File: config.mk
export PLATFORM = sky130hd
export DESIGN_NAME = dot_star_pattern_matcher_unit
export DESIGN_NICKNAME = d
export VERILOG_FILES = /design/src/hw/rtl/dspm_pkg.sv /design/src/hw/rtl/dspm_cell.sv /design/src/hw/rtl/dspm_chain.sv /design/src/hw/rtl/dot_star_pattern_matcher_unit.sv
export SDC_FILE = /design/constraint.sdc
export NUM_CORES = 1
export LEC_CHECK = 0
export CORE_AREA = 2 2 153 155
export CTS_BUF_LIST = sky130_fd_sc_hd__clkbuf_8
export DETAILED_ROUTE_END_ITERATION = 10
export DIE_AREA = 0 0 155 157
export DONT_BUFFER_PORTS = 1
export PLACE_DENSITY = 0.68
export SETUP_SLACK_MARGIN = 0.5
export SYNTH_ARGS = -nofsm -noshare
export SYNTH_HDL_FRONTEND = slang
export SYNTH_SLANG_ARGS = --single-unit
File: constraint.sdc
create_clock -name clk -period 4.18 [get_ports clk]
set_clock_uncertainty 0.15 [all_clocks]
set_input_delay 0.627 -clock clk [delete_from_list [all_inputs] [get_ports clk]]
set_output_delay 0.627 -clock clk [all_outputs]
set_load 0.005 [all_outputs]
File: src/hw/rtl/dspm_pkg.sv
// Shared types and constants for the dot-star pattern matcher.
// No dependencies; used by every matcher module except the checker.
`timescale 1ns / 1ps
`default_nettype none

package dspm_pkg;

    // Pattern geometry
    localparam int MAX_TOKENS_DEF  = 16;
    localparam int TOKEN_W         = 8;
    localparam int TOKENS_PER_WORD = 8;
    localparam int LEN_FIELD_W     = 5;
    localparam int STAR_FIELD_W    = 16;

    // Configuration port
    localparam int CFG_DATA_W  = 64;
    localparam int CFG_INDEX_W = 2;

    localparam logic [CFG_INDEX_W-1:0] REG_TOKENS_LOW  = 2'd0;
    localparam logic [CFG_INDEX_W-1:0] REG_TOKENS_HIGH = 2'd1;
    localparam logic [CFG_INDEX_W-1:0] REG_STAR_MASK   = 2'd2;
    localparam logic [CFG_INDEX_W-1:0] REG_PATTERN_LEN = 2'd3;

    // Token byte that matches any text byte
    localparam logic [TOKEN_W-1:0] WILDCARD_BYTE = 8'd46;

    typedef logic [TOKEN_W-1:0] byte_t;

    // Per-cell pattern setup
    typedef struct packed {
        byte_t token;
        logic  star;
        logic  active;
    } tok_cfg_t;

endpackage

`default_nettype wire

File: src/hw/rtl/dspm_cell.sv
// One pattern token cell: holds one prefix-match bit and ripples the star closure.
// Depends on dspm_pkg.
`timescale 1ns / 1ps
`default_nettype none

module dspm_cell (
    input  wire                logic clk,
    input  wire                logic rst_n,
    input  dspm_pkg::tok_cfg_t tok,
    input  dspm_pkg::byte_t    text_byte,
    input  wire                logic present,
    input  wire                logic step,
    input  wire                logic clear,
    input  wire                logic clos_in,
    output logic               clos_out,
    input  wire                logic fin_in,
    output logic               fin_out
);
    import dspm_pkg::*;

    logic bit_reg;
    logic bit_next;
    logic hit;
    logic new_bit;

    // Compare token against the text byte
    assign hit = (tok.token == WILDCARD_BYTE) || (tok.token == text_byte);

    // Extend the closure through a starred token
    assign clos_out = bit_reg || (clos_in && tok.star && tok.active);

    // Advance the prefix bit on a text byte
    assign bit_next = tok.active && hit && (clos_in || (tok.star && clos_out));

    // Closure of the vector after this request, for the end-of-text result
    assign new_bit = present ? bit_next : bit_reg;
    assign fin_out = new_bit || (fin_in && tok.star && tok.active);

    // Hold, advance or drop the prefix bit
    always_ff @(posedge clk or negedge rst_n)
    begin
        if (!rst_n)
        begin
            bit_reg <= 1'b0;
        end
        else if (clear)
        begin
            bit_reg <= 1'b0;
        end
        else if (step)
        begin
            bit_reg <= bit_next;
        end
    end

endmodule

`default_nettype wire

File: src/hw/rtl/dspm_chain.sv
// Row of token cells plus the empty-prefix bit and the result select.
// Depends on dspm_pkg and dspm_cell.
`timescale 1ns / 1ps
`default_nettype none

module dspm_chain #(
    parameter int MAX_TOKENS = dspm_pkg::MAX_TOKENS_DEF,
    parameter int LEN_W      = $clog2(MAX_TOKENS + 1)
) (
    input  wire                logic clk,
    input  wire                logic rst_n,
    input  dspm_pkg::tok_cfg_t tok [MAX_TOKENS],
    input  wire                logic [LEN_W-1:0] len,
    input  dspm_pkg::byte_t    text_byte,
    input  wire                logic accept,
    input  wire                logic present,
    input  wire                logic last,
    output logic               matched
);
    import dspm_pkg::*;

    logic               bit0_reg;
    logic [MAX_TOKENS:0] clos;
    logic [MAX_TOKENS:0] fin;
    logic               step;
    logic               clear;

    assign step  = accept && present;
    assign clear = accept && last;

    // Empty prefix: cleared by a text byte, set again at end of text
    always_ff @(posedge clk or negedge rst_n)
    begin
        if (!rst_n)
        begin
            bit0_reg <= 1'b1;
        end
        else if (clear)
        begin
            bit0_reg <= 1'b1;
        end
        else if (step)
        begin
            bit0_reg <= 1'b0;
        end
    end

    assign clos[0] = bit0_reg;
    assign fin[0]  = present ? 1'b0 : bit0_reg;

    // Cell i holds prefix bit i+1
    for (genvar g = 0; g < MAX_TOKENS; g++)
    begin : g_cell
        dspm_cell u_cell (
            .clk       (clk),
            .rst_n     (rst_n),
            .tok       (tok[g]),
            .text_byte (text_byte),
            .present   (present),
            .step      (step),
            .clear     (clear),
            .clos_in   (clos[g]),
            .clos_out  (clos[g+1]),
            .fin_in    (fin[g]),
            .fin_out   (fin[g+1])
        );
    end

    // Whole pattern matched when the closure reaches the active length
    assign matched = fin[len];

endmodule

`default_nettype wire

File: src/hw/rtl/dot_star_pattern_matcher_unit.sv
// Top level of the dot-star pattern matcher: configuration registers and result register.
// Depends on dspm_pkg, dspm_chain and dspm_cell.
`timescale 1ns / 1ps
`default_nettype none

// Matches a whole text against a pattern of up to MAX_TOKENS tokens (literal bytes or
// the wildcard '.', each optionally starred). One text request is taken every clock
// cycle unless stalled; the prefix-match bits live in a row of MAX_TOKENS cells, and
// the star closure ripples across that row within the cycle, so the row length sets
// the critical path. The request that carries end_of_text yields one matched result,
// shown on out_valid in the cycle after it is accepted; the vector then returns to the
// start state. in_stall rises only while a finished result is held by out_stall. Write
// the configuration registers only while no text is in progress and no result is pending.
module dot_star_pattern_matcher_unit #(
    parameter int MAX_TOKENS = dspm_pkg::MAX_TOKENS_DEF
) (
    input  wire             logic clk,
    input  wire             logic rst_n,
    // Configuration
    input  wire             logic cfg_we,
    input  wire             logic [dspm_pkg::CFG_INDEX_W-1:0] cfg_index,
    input  wire             logic [dspm_pkg::CFG_DATA_W-1:0] cfg_data,
    // Text requests
    input  wire             logic in_valid,
    output logic            in_stall,
    input  dspm_pkg::byte_t text_byte,
    input  wire             logic byte_present,
    input  wire             logic end_of_text,
    // Results
    output logic            out_valid,
    input  wire             logic out_stall,
    output logic            matched
);
    import dspm_pkg::*;

    localparam int LEN_W = $clog2(MAX_TOKENS + 1);

    byte_t                 token_reg [MAX_TOKENS];
    logic [MAX_TOKENS-1:0] star_reg;
    logic [MAX_TOKENS-1:0] active_reg;
    logic [LEN_W-1:0]      len_reg;
    logic [LEN_FIELD_W-1:0] len_raw;
    logic [LEN_FIELD_W-1:0] len_sat;
    tok_cfg_t              tok [MAX_TOKENS];
    logic                  in_accept;
    logic                  chain_matched;
    logic                  out_valid_reg;
    logic                  matched_reg;

    // Token bytes: each slot loads from its half of the pattern
    for (genvar g = 0; g < MAX_TOKENS; g++)
    begin : g_token
        localparam int WORD = g / TOKENS_PER_WORD;
        localparam int SLOT = g % TOKENS_PER_WORD;
        localparam logic [CFG_INDEX_W-1:0] TOK_REG =
            (WORD == 0) ? REG_TOKENS_LOW : REG_TOKENS_HIGH;

        always_ff @(posedge clk or negedge rst_n)
        begin
            if (!rst_n)
            begin
                token_reg[g] <= '0;
            end
            else if (cfg_we && (cfg_index == TOK_REG))
            begin
                token_reg[g] <= cfg_data[SLOT*TOKEN_W +: TOKEN_W];
            end
        end

        assign tok[g].token  = token_reg[g];
        assign tok[g].star   = star_reg[g];
        assign tok[g].active = active_reg[g];
    end

    // Saturate the pattern length to the cell count
    assign len_raw = cfg_data[LEN_FIELD_W-1:0];
    assign len_sat = (len_raw > LEN_FIELD_W'(MAX_TOKENS)) ? LEN_FIELD_W'(MAX_TOKENS) : len_raw;

    // Star mask, length and per-cell enable
    always_ff @(posedge clk or negedge rst_n)
    begin
        if (!rst_n)
        begin
            star_reg   <= '0;
            active_reg <= '0;
            len_reg    <= '0;
        end
        else if (cfg_we)
        begin
            case (cfg_index)
                REG_STAR_MASK:
                begin
                    star_reg <= cfg_data[MAX_TOKENS-1:0];
                end
                REG_PATTERN_LEN:
                begin
                    len_reg <= LEN_W'(len_sat);
                    for (int i = 0; i < MAX_TOKENS; i++)
                    begin
                        active_reg[i] <= (LEN_FIELD_W'(i) < len_sat);
                    end
                end
                default:
                begin
                    star_reg <= star_reg;
                end
            endcase
        end
    end

    // Take a request unless a result is held
    assign in_stall  = out_valid_reg && out_stall;
    assign in_accept = in_valid && !in_stall;

    dspm_chain #(
        .MAX_TOKENS (MAX_TOKENS),
        .LEN_W      (LEN_W)
    ) u_chain (
        .clk       (clk),
        .rst_n     (rst_n),
        .tok       (tok),
        .len       (len_reg),
        .text_byte (text_byte),
        .accept    (in_accept),
        .present   (byte_present),
        .last      (end_of_text),
        .matched   (chain_matched)
    );

    // Result register: load at end of text, drop once taken
    always_ff @(posedge clk or negedge rst_n)
    begin
        if (!rst_n)
        begin
            out_valid_reg <= 1'b0;
        end
        else if (in_accept && end_of_text)
        begin
            out_valid_reg <= 1'b1;
        end
        else if (!out_stall)
        begin
            out_valid_reg <= 1'b0;
        end
    end

    always_ff @(posedge clk)
    begin
        if (in_accept && end_of_text)
        begin
            matched_reg <= chain_matched;
        end
    end

    assign out_valid = out_valid_reg;
    assign matched   = matched_reg;

endmodule

`default_nettype wire

# [Yosys cells after proc, flatten, opt, wreduce, memory -nomap -nowiden]
# Index checks and enable logic that the tools add are counted.
[classes] n_addsub=0 mul=0 div_mod_pow=0 n_lt_le_gt_ge=18 eq_ne=36 n_shift=0 n_mux=56 bitwise=0 reduce_logical=187
[op_table] cell="== test 8 x 6 -> 1 bit (second input constant)" count=16
[op_table] cell="== test 8 bit" count=16
[op_table] cell="logical AND 1 bit" count=118
[op_table] cell="logical OR 1 bit" count=64
[op_table] cell="two-way mux 1 bit" count=54
[op_table] cell="< comparator 4 x 5 -> 1 bit (first input constant)" count=8
[op_table] cell="< comparator 3 x 5 -> 1 bit (first input constant)" count=4
[op_table] cell="< comparator 1 x 5 -> 1 bit (first input constant)" count=2
[op_table] cell="< comparator 2 x 5 -> 1 bit (first input constant)" count=2
[op_table] cell="< comparator 5 x 6 -> 1 bit (second input constant)" count=1
[op_table] cell="binary-select mux 1 bit (select 5 bit)" count=1
[op_table] cell="greater-than comparator 5 bit (second input constant)" count=1
[op_table] cell="two-way mux 5 bit" count=1
[op_table] cell="== test 2 bit (second input constant)" count=2
[op_table] cell="AND reduction 2 bit" count=2
[op_table] cell="== test 2 x 1 -> 1 bit (second input constant)" count=1
[op_table] cell="logical NOT 2 bit" count=1
[op_table] cell="!= test 2 x 1 -> 1 bit (second input constant)" count=1
[op_table] cell="nonzero test 2 bit" count=1
[op_table] cell="logical NOT 1 bit" count=1
[word_totals] regBits=184 latchBits=0 ramBits=0 mem_bits_ro=0 inputBits=81 out_inout_bits=3 elab_cells=335 n_memories=0

# [Logic depth before layout (Yosys ltp)]
# Gate-level depths: netlist of the first run.
[depth] depth_word=55 depth_mapped=12 ltp_nobuf=10

# [Hierarchy]
# From an unflattened synthesis of the first run, not the netlist that was laid out.
[unflattened] cells_unflattened=877 hier_area_um2=9970.8
[modules_own_cells] module="dot_star_pattern_matcher_unit" instances=1 cells_per_inst=402 area_each_um2=6396.1 seq_area_each_um2=4159.0
[modules_own_cells] module="dspm_cell" instances=16 cells_per_inst=28 area_each_um2=209.0 seq_area_each_um2=25.0
[modules_own_cells] module="dspm_chain" instances=1 cells_per_inst=27 area_each_um2=231.5 seq_area_each_um2=26.3

# [Worst setup path before layout of the first run]
# No wires, ideal clock.
[synth_path] path_kind="input port to flip-flop" startpoint="input port text_byte[5]" endpoint="register matched_reg, in the netlist matched, data pin" setup_time_ps=163 arrival_ps=2663 required_time_ps=3867 slack_ps=1204 path_stages=12 path_buffers=2 cell_sequence="buf_2 > buf_2 > xor2_1 > nor4_1 > a21oi_1 > a2111oi_0 > a21oi_1 > a21oi_1 > o211ai_1 > o211ai_2 > a221oi_2 > o221ai_1"
[synth_via] elab_chain_len=53 elab_cells_between_ends=128 cone_classes="16 x eq/ne; 18 x mux; 94 x reduce/logical"
[synth_lines] element="start: declaration" line="dot_star_pattern_matcher_unit.sv:26" source="input dspm_pkg::byte_t text_byte,"
[synth_lines] element="== test 8 bit" line="dspm_cell.sv:27" source="assign hit = (tok.token == WILDCARD_BYTE) || (tok.token == text_byte);"
[synth_lines] element="logical OR 1 bit" line="dspm_cell.sv:27"
[synth_lines] element="logical AND 1 bit (2 in series)" line="dspm_cell.sv:33" source="assign bit_next = tok.active && hit && (clos_in || (tok.star && clos_out));"
[synth_lines] element="two-way mux 1 bit" line="dspm_cell.sv:36" source="assign new_bit = present ? bit_next : bit_reg;"
[synth_lines] element="logical OR 1 bit" line="dspm_cell.sv:37" source="assign fin_out = new_bit || (fin_in && tok.star && tok.active);"
[synth_lines] element="logical AND 1 bit (2 in series)" line="dspm_cell.sv:37"
[synth_lines] element="logical OR 1 bit" line="dspm_cell.sv:37"
[synth_lines] element="logical AND 1 bit (2 in series)" line="dspm_cell.sv:37"
[synth_lines] element="[33 not listed]"
[synth_lines] element="logical OR 1 bit" line="dspm_cell.sv:37"
[synth_lines] element="logical AND 1 bit (2 in series)" line="dspm_cell.sv:37"
[synth_lines] element="logical OR 1 bit" line="dspm_cell.sv:37"
[synth_lines] element="logical AND 1 bit (2 in series)" line="dspm_cell.sv:37"
[synth_lines] element="logical OR 1 bit" line="dspm_cell.sv:37"
[synth_lines] element="binary-select mux 1 bit (select 5 bit) *" line="dspm_chain.sv:70" source="assign matched = fin[len];"
[synth_lines] element="two-way mux 1 bit (not written as such) *" line="dspm_chain.sv:70"
[synth_lines] element="net chain_matched" line="dot_star_pattern_matcher_unit.sv:46" source="logic chain_matched;"
[synth_lines] element="end signal: assignment" line="dot_star_pattern_matcher_unit.sv:151" source="matched_reg <= chain_matched;"
[synth_lines] element="end: declaration" line="dot_star_pattern_matcher_unit.sv:48" source="logic matched_reg;"
# Mark *: on every way through the listed nets, which the timed path passes. The rest lies on a longest branch. The select of a mux whose other input is x is not followed.
# A chain may end at the register's enable or synchronous reset.

# [Worst setup path after layout of the first run]
[layout_path] startpoint="register active_reg[4]" endpoint="register matched_reg, in the netlist matched, data pin"
[layout_via] elab_chain_len=42 elab_cells_between_ends=121 cone_classes="14 x mux; 107 x reduce/logical"
[layout_lines] element="start: declaration" line="dot_star_pattern_matcher_unit.sv:40" source="logic [MAX_TOKENS-1:0] active_reg;"
[layout_lines] element="start signal: indexed assignment" line="dot_star_pattern_matcher_unit.sv:100" source="active_reg[i] <= (LEN_FIELD_W'(i) < len_sat);"
[layout_lines] element="logical AND 1 bit" line="dspm_cell.sv:30" source="assign clos_out = bit_reg || (clos_in && tok.star && tok.active);"
[layout_lines] element="logical OR 1 bit" line="dspm_cell.sv:30"
[layout_lines] element="logical AND 1 bit, on equally long branches" line="dspm_cell.sv:30, dspm_cell.sv:33"
[layout_lines] element="logical AND 1 bit or logical OR 1 bit (tied branches)" line="dspm_cell.sv:30, dspm_cell.sv:33"
[layout_lines] element="logical OR 1 bit or logical AND 1 bit (tied branches)" line="dspm_cell.sv:30, dspm_cell.sv:33"
[layout_lines] element="logical AND 1 bit (tied with other cells) (2 in series)" line="dspm_cell.sv:30"
[layout_lines] element="logical OR 1 bit (tied with other cells)" line="dspm_cell.sv:30"
[layout_lines] element="logical AND 1 bit (tied with other cells) (2 in series)" line="dspm_cell.sv:30"
[layout_lines] element="[24 not listed]"
[layout_lines] element="logical AND 1 bit (tied with other cells) (2 in series)" line="dspm_cell.sv:37"
[layout_lines] element="logical OR 1 bit, on equally long branches" line="dspm_cell.sv:37, dspm_cell.sv:33"
[layout_lines] element="logical AND 1 bit, on equally long branches" line="dspm_cell.sv:37, dspm_cell.sv:33"
[layout_lines] element="logical AND 1 bit or two-way mux 1 bit (tied branches)" line="dspm_cell.sv:37, dspm_cell.sv:36"
[layout_lines] element="logical OR 1 bit" line="dspm_cell.sv:37"
[layout_lines] element="binary-select mux 1 bit (select 5 bit) *" line="dspm_chain.sv:70"
[layout_lines] element="two-way mux 1 bit (not written as such) *" line="dspm_chain.sv:70"
[layout_lines] element="net chain_matched" line="dot_star_pattern_matcher_unit.sv:46"
# Marks and branches as above.

==> results of run 1 <==
[report_power, final]
| part | internal, mW | switching, mW |
|---|---|---|
| Combinational | 0.484 | 0.284 |
| Sequential | 2.07 | 0.341 |
| Clock | 0.505 | 0.688 |
[kinds of logic (layout without fill, tap and decap cells)]
logic type | after synthesis | in the layout | synth area share (%)
AND/OR/NAND/NOR | 217 | 217 | 12.1
flip-flops | 183 | 183 | 45.5
AO/OA/AOI/OAI | 175 | 175 | 12.0
multiplexers | 149 | 149 | 16.6
XOR/XNOR | 128 | 128 | 11.1
buffers and inverters | 67 | 50 | 2.73
[metrics by stage]
step	hold slack (ns)	area [sq um]	worst slack, ns	power, mW
2_1_floorplan	0.181	10100	1.20	3.05
3_3_place_gp	0.196	10300	1.15	3.18
3_5_place_dp	0.197	10300	1.09	3.21
4_1_cts	-0.319	10700	1.05	4.40
5_1_grt	-0.341	10700	0.820	4.61
6_report	-0.298	10700	1.01	4.37
[final timing paths]
| kind | from | endpoint | slack, ns | depth (start not counted) |
|---|---|---|---|---|
| max | active_reg[4] | matched | 1.01 | 10 |
| min | rst_n | u_chain.g_cell[5].u_cell.bit_reg | -0.30 | 0 |
| max reg2reg | active_reg[4] | matched | 1.01 | 10 |
| min reg2reg | active_reg[12] | active_reg[12] | 0.35 | 2 |
| max in group asynchronous | rst_n | tok[53] | 3.90 | 0 |
| min in group clk | cfg_data[54] | tok[18] | 0.14 | 1 |
[metal layers]
layer | wire length, um | GRT usage, % | share of wire [%]
met2 | 11700 | 34.3 | 46
met1 | 11200 | 28.5 | 45
met5 | 0 | 0 | 0
met3 | 1790 | 5.97 | 7.1
met4 | 459 | 6.08 | 1.8
[timing repair]
item / CTS / global route
setup buffers: 0 / 0
endpoints found under the setup margin: 0 / 0
hold endpoints to repair: 182 / 182
[layout by cell type, fill, tap and decap left out, types with 9 or more instances in the layout]
cell / count
sky130_fd_sc_hd__a21oi_1: 27
sky130_fd_sc_hd__a31oi_1: 13
sky130_fd_sc_hd__clkbuf_8: 18
sky130_fd_sc_hd__dfrtp_1: 181
sky130_fd_sc_hd__inv_1: 15
sky130_fd_sc_hd__mux2_2: 148
sky130_fd_sc_hd__nand2_1: 54
sky130_fd_sc_hd__nand2b_1: 9
sky130_fd_sc_hd__nand3_1: 17
sky130_fd_sc_hd__nand4_1: 36
sky130_fd_sc_hd__nand4b_1: 14
sky130_fd_sc_hd__nor2_1: 26
sky130_fd_sc_hd__nor4_1: 15
sky130_fd_sc_hd__o21ai_0: 48
sky130_fd_sc_hd__o22ai_1: 9
sky130_fd_sc_hd__xnor2_1: 96
sky130_fd_sc_hd__xor2_1: 32
[area by class of cell]
type	instances	area [sq um]
Clock buffer	18	248
Timing Repair Buffer	5	37.5
Inverter	13	48.8
Fill cell	2042	11900
Multi-Input combinational cell	669	5230
Sequential cell	183	4590
Clock inverter	14	141
Tap cell	285	357
==> run summary, run 1 <==
- maximum cell stage delay along the critical path: 0.48 ns
- utilization after layout: 47.3%
- Pleak: 4.06 nW
- crit path cell chain: a31o_1 -> a311o_1 -> a22oi_4 -> a21oi_2 -> a311o_1 -> a31oi_1 -> o221a_2 -> o211ai_2 -> a221oi_2 -> o221ai_1
- area fraction of the dominant cell type after synthesis: 44.9%
- summed instance area of the synthesized netlist: 10100 sq um
- buffering stage count on the worst path with inverters included: 0
- Cells after DPL: 1155
- PostCTS Resize Cnt: 0
- leading cell type by number of instances after synthesis: sky130_fd_sc_hd__dfrtp_1
- clock-pin slew on the worst setup and hold paths: 0.10 ns
- net total in the final layout: 970
- Fin Setup TNS: 0 ns
- average cell area after synthesis: 11.0 sq um
- sequential cell area fraction in the yosys report: 45.5%
- final worst path period need: 3.17 ns
- core area: 22500 sq um
- post-synthesis sequential element count: 183
- remaining global-route overflow: 0
- total die area: 24300 sq um
- Max VDD drop: 0.272 mV
- fraction of final layout cells with drive strength greater than 1: 23.2%
- clk sinks: 183
- number of nets with antenna violations after routing: 0
- sort of element at the end of the critical path: register
- Initial Utilization: 44.8%
- Antenna Cells: 0
- number of distinct library cell variants in the gate-level netlist after synthesis: 69
- Top Ports: 84
- DR DRC count: 0
- Site Rows: 55
- Setup Viol. Count Final: 0
- detailed placer's ending HPWL: 17.4 mm
- share of synthesized flip-flops with an asynchronous set or reset: 99.5%
- Post-Synthesis Cells: 919
- post-synth net total: 1000
- kind of path behind the tightest hold check: input pin to async pin
- number of buffers on the longest clock path: 2
- Post-synth EDFFs: 1
- standard cell with the maximum stage delay on the critical path: sky130_fd_sc_hd__dfrtp_1
- Total Routing Usage GR: 21.4%
- worst slew pin tran: 1.01 ns
- first-pass GRT wire length: 40.4 mm
- via count of the first global-routing pass: 7281
- chip width: 155 um
- part of the cycle the worst path needs: 75.9%
- largest net degree at the start of global routing: 183
- drt total wl: 25.1 mm
- number of antenna violations at the first check in global routing: 0
- CTS H-tree depth: 4
- Critical Setup Path Class: register to register
- pwr dens: 411 nW/um^2
- leading register cell type out of synthesis: sky130_fd_sc_hd__dfrtp_1
- violated checks: hold timing
- Max Fanout on Critical Path: 7
- status: finished, violations left
- TritonCTS clock tree: done
- biggest area contributors in the synthesized netlist: sky130_fd_sc_hd__dfrtp_1 45%, sky130_fd_sc_hd__mux2_2 17%, sky130_fd_sc_hd__xnor2_1 8.3%, sky130_fd_sc_hd__xor2_1 2.8%, sky130_fd_sc_hd__o21ai_0 2.4%
- hold violation total from the final report: 182
- final weighted congestion in routability-driven placement: 0.894
- non-filler cells in the finished layout: 1187
- unrepaired setup endpoints after global routing: no
- Relative slew margins: 32.6%
- max-slew violations: 0
- Area Overhead vs Synth: 5.57%
- input/output buffers: 0
- count of warnings emitted by yosys: 0
- vias after detailed routing: 7187
- count of routing violations after the opening detailed-route iteration: 509
- arrival time of the worst setup path: 3.22 ns
- max-capacitance violation count: 0
- clock latency on the worst-skew pair: 0.47 ns
- CTS buffer count: 17
- hold slack final: -0.298 ns
- Max Fclk: 315 MHz
- most instantiated cells after synthesis: 181 x sky130_fd_sc_hd__dfrtp_1, 148 x sky130_fd_sc_hd__mux2_2, 96 x sky130_fd_sc_hd__xnor2_1
- CTS Root Cell: sky130_fd_sc_hd__clkbuf_8
- data required time at the worst endpoint: 4.23 ns
- vias per cell: 6.05
- Die H: 157 um
- number of flip-flops under the largest register name: 128
- library cell with the largest summed area after synthesis: sky130_fd_sc_hd__dfrtp_1
- element type at the critical path start: register
- wire per inst: 21.2 um
- first-pass iteration count of the detailed router: 6
- CP top delay family: compound AO/OA/AOI/OAI gates
- cell repeated most along the worst path: sky130_fd_sc_hd__a311o_1
Note: power is estimated with default switching activity, not from simulation.
==> inputs of run 2 (changes only) <==
- PLACE_DENSITY: 0.68 -> 0.7
- clock period: 4.18 -> 2.8 ns (I/O delays scaled with it)
==> run 2 against run 1 <==
  * The flow finishes with violations (hold timing, setup timing)
  * Highest routed layer unchanged
  * Sequential power rose by 48%
  * Fmax rose by 9.9%
  * Clock power rose by 72%
==> run summary, run 2 (same netlist as run 1, synthesis figures left out) <==
- final std cell area, no fill: 11900 sq um, was 10700 sq um
- detailed placer's ending HPWL: 17.8 mm, was 17.4 mm
- clock-pin slew on the worst setup and hold paths: 0.11 ns, was 0.10 ns
- buffering stage count on the worst path with inverters included: 0, unchanged
- Clk pwr share: 29.2%, was 27.3%
- Fin Setup TNS: -0.0885 ns, was 0 ns
- pwr dens: 588 nW/um^2, was 411 nW/um^2
- data required time at the worst endpoint: 2.88 ns, was 4.23 ns
- Max VDD drop: 0.328 mV, was 0.272 mV
- count of routing violations after the opening detailed-route iteration: 545, was 509
- Area Overhead vs Synth: 18.1%, was 5.57%
- Initial Utilization: 44.8%, unchanged
- number of buffers on the longest clock path: 2, unchanged
- Site Rows: 55, unchanged
- vias per cell: 5.86, was 6.05
- input/output buffers: 0, unchanged
- Die H: 157 um, unchanged
- Max Fclk: 346 MHz, was 315 MHz
- CTS Root Cell: sky130_fd_sc_hd__clkbuf_8, unchanged
- final weighted congestion in routability-driven placement: 0.907, was 0.894
- Worst Setup Slack, final: -0.0885 ns, was 1.01 ns
- status: finished, violations left, unchanged
- maximum cell stage delay along the critical path: 0.43 ns, was 0.48 ns
- most frequent standard cell in the layout excluding fill and tap cells: sky130_fd_sc_hd__dfrtp_1, unchanged
- combinational power share: 20.1%, was 17.5%
- net switching power: 2.12 mW, was 1.31 mW
- chip width: 155 um, unchanged
- kind of path behind the tightest hold check: input pin to async pin, unchanged
- clock latency on the worst-skew pair: 0.49 ns, was 0.47 ns
- CP Launch Point: u_chain.g_cell[2].u_cell.bit_reg, was active_reg[4]
- max-slew violations: 0, unchanged
- largest net degree at the start of global routing: 183, unchanged
- core area: 22500 sq um, unchanged
- vias after detailed routing: 7660, was 7187
- worst r2r src: u_chain.g_cell[2].u_cell.bit_reg, was active_reg[4]
- first-pass GRT wire length: 42.7 mm, was 40.4 mm
- remaining global-route overflow: 0, unchanged
- part of the cycle the worst path needs: 103%, was 75.9%
- worst slew pin tran: 0.698 ns, was 1.01 ns
- Internal Pwr Total: 4.89 mW, was 3.06 mW
- CP top delay family: compound AO/OA/AOI/OAI gates, unchanged
- proportion of power drawn by flip-flops and latches: 50.7%, was 55.2%
- commonest cells after routing, fill and taps aside: 181 x sky130_fd_sc_hd__dfrtp_1, 147 x sky130_fd_sc_hd__mux2_2, 96 x sky130_fd_sc_hd__xnor2_1, was 181 x sky130_fd_sc_hd__dfrtp_1, 148 x sky130_fd_sc_hd__mux2_2, 96 x sky130_fd_sc_hd__xnor2_1
- arrival time of the worst setup path: 2.97 ns, was 3.22 ns
- number of flip-flops under the largest register name: 128, unchanged
- Top Ports: 84, unchanged
- Pleak: 4.66 nW, was 4.06 nW
- CTS H-tree depth: 4, unchanged
- Setup Viol. Count Final: 1, was 0
- total die area: 24300 sq um, unchanged
- final worst path period need: 2.89 ns, was 3.17 ns
- PnR Total Power: 7.01 mW, was 4.37 mW
- DR DRC count: 0, unchanged
- first-pass iteration count of the detailed router: 5, was 6
- TritonCTS clock tree: done, unchanged
- max-capacitance violation count: 0, unchanged
- Critical Setup Path Class: register to register, unchanged
- clk sinks: 183, unchanged
- standard cell with the maximum stage delay on the critical path: sky130_fd_sc_hd__dfrtp_1, unchanged
- Switching Fraction: 30.3%, was 30.0%
- hold slack final: -0.531 ns, was -0.298 ns
- wire per inst: 20.4 um, was 21.2 um
- via count of the first global-routing pass: 7806, was 7281
- drt total wl: 26.6 mm, was 25.1 mm
- hold violation total from the final report: 182, unchanged
- post-detailed-placement cell area: 10700 sq um, was 10300 sq um
- violated checks: hold timing, setup timing, was hold timing
- fraction of final layout cells with drive strength greater than 1: 26.9%, was 23.2%
- sort of element at the end of the critical path: register, unchanged
- CTS buffer count: 17, unchanged
- Total Routing Usage GR: 22.6%, was 21.4%
- element type at the critical path start: register, unchanged
- unrepaired setup endpoints after global routing: yes, was no
- number of antenna violations at the first check in global routing: 2, was 0
- net total in the final layout: 1088, was 970
- number of nets with antenna violations after routing: 0, unchanged
- number of hold buffers added after CTS: 66
- Relative slew margins: 53.3%, was 32.6%
- Max Fanout on Critical Path: 5, was 7
- crit path cell chain: a21oi_1 -> a211oi_4 -> a221o_1 -> nand4_1 -> a31oi_1 -> or3_4 -> o21ai_0 -> a221oi_1 -> a211oi_1 -> o221ai_1, was a31o_1 -> a311o_1 -> a22oi_4 -> a21oi_2 -> a311o_1 -> a31oi_1 -> o221a_2 -> o211ai_2 -> a221oi_2 -> o221ai_1
==> run 2: cell types whose count changed in the layout (fill, tap and decap cells not counted), sizes merged <==
cell | previous run | this run
dlygate4sd3 | 0 | 66
buf | 5 | 57
bufinv | 1 | 3
diode | 0 | 2
inv | 22 | 20
clkbuf | 18 | 17
clkinv | 3 | 4
==> run 2: power groups by stage <==
stage	logic, mW	clock network, mW	registers, mW
after floorplan	1.10	0	3.47
after global placement	1.23	0	3.57
after detailed placement	1.28	0	3.59
after CTS	1.40	2.09	3.54
after global routing	1.54	2.18	3.62
final	1.41	2.05	3.56
==> run 2: worst paths after layout <==
path,endpoint,slack [ns],depth (start not counted)
hold reg to reg,tok[27],0.41,1
min in group clk,active_reg[13],0.02,2
setup / recovery,matched,-0.09,10
hold / removal,tok[17],-0.53,0
max in group asynchronous,u_chain.bit0_reg,2.76,0
setup reg to reg,matched,-0.09,10
==> run 2: final cells by class <==
class                   count  area, sq um
diodes                      2         5.00
clock buffers              17          234
clock inverters            15          231
fillers                  1935        10600
inverters                  13         48.8
multi-input cells         669         5320
flip-flops and latches    183         4590
well taps                 285          357
repair buffers            123         1140
==> run 2: timing repair <==
action	4_1_cts	5_1_grt
hold endpoints to repair	345	182
setup buffers	0	1
pin swaps	2	4
resized for setup	8	9
endpoints found under the setup margin	3	4
==> run 2: per-stage QoR <==
| step | util [%] | worst slack [ns] | hold WS, ns | std cells |
|---|---|---|---|---|
| global placement | 47.6 | -0.00918 | -0.00708 | 1206 |
| CTS | 52.7 | -0.0513 | -0.550 | 1304 |
| floorplan | - | 0.0645 | -0.0256 | 919 |
| detailed placement | 47.6 | -0.122 | -0.00710 | 1206 |
| global route | 53.0 | -0.256 | -0.574 | 1307 |
| finish | 53.0 | -0.0885 | -0.531 | 1307 |
==> run 2: routing by layer <==
layer / global-route usage [%] / part of all wire (%)
met1: 29.9 / 45
met2: 36.8 / 47
met3: 5.01 / 5.4
met4: 8.25 / 2.8
met5: 0 / 0
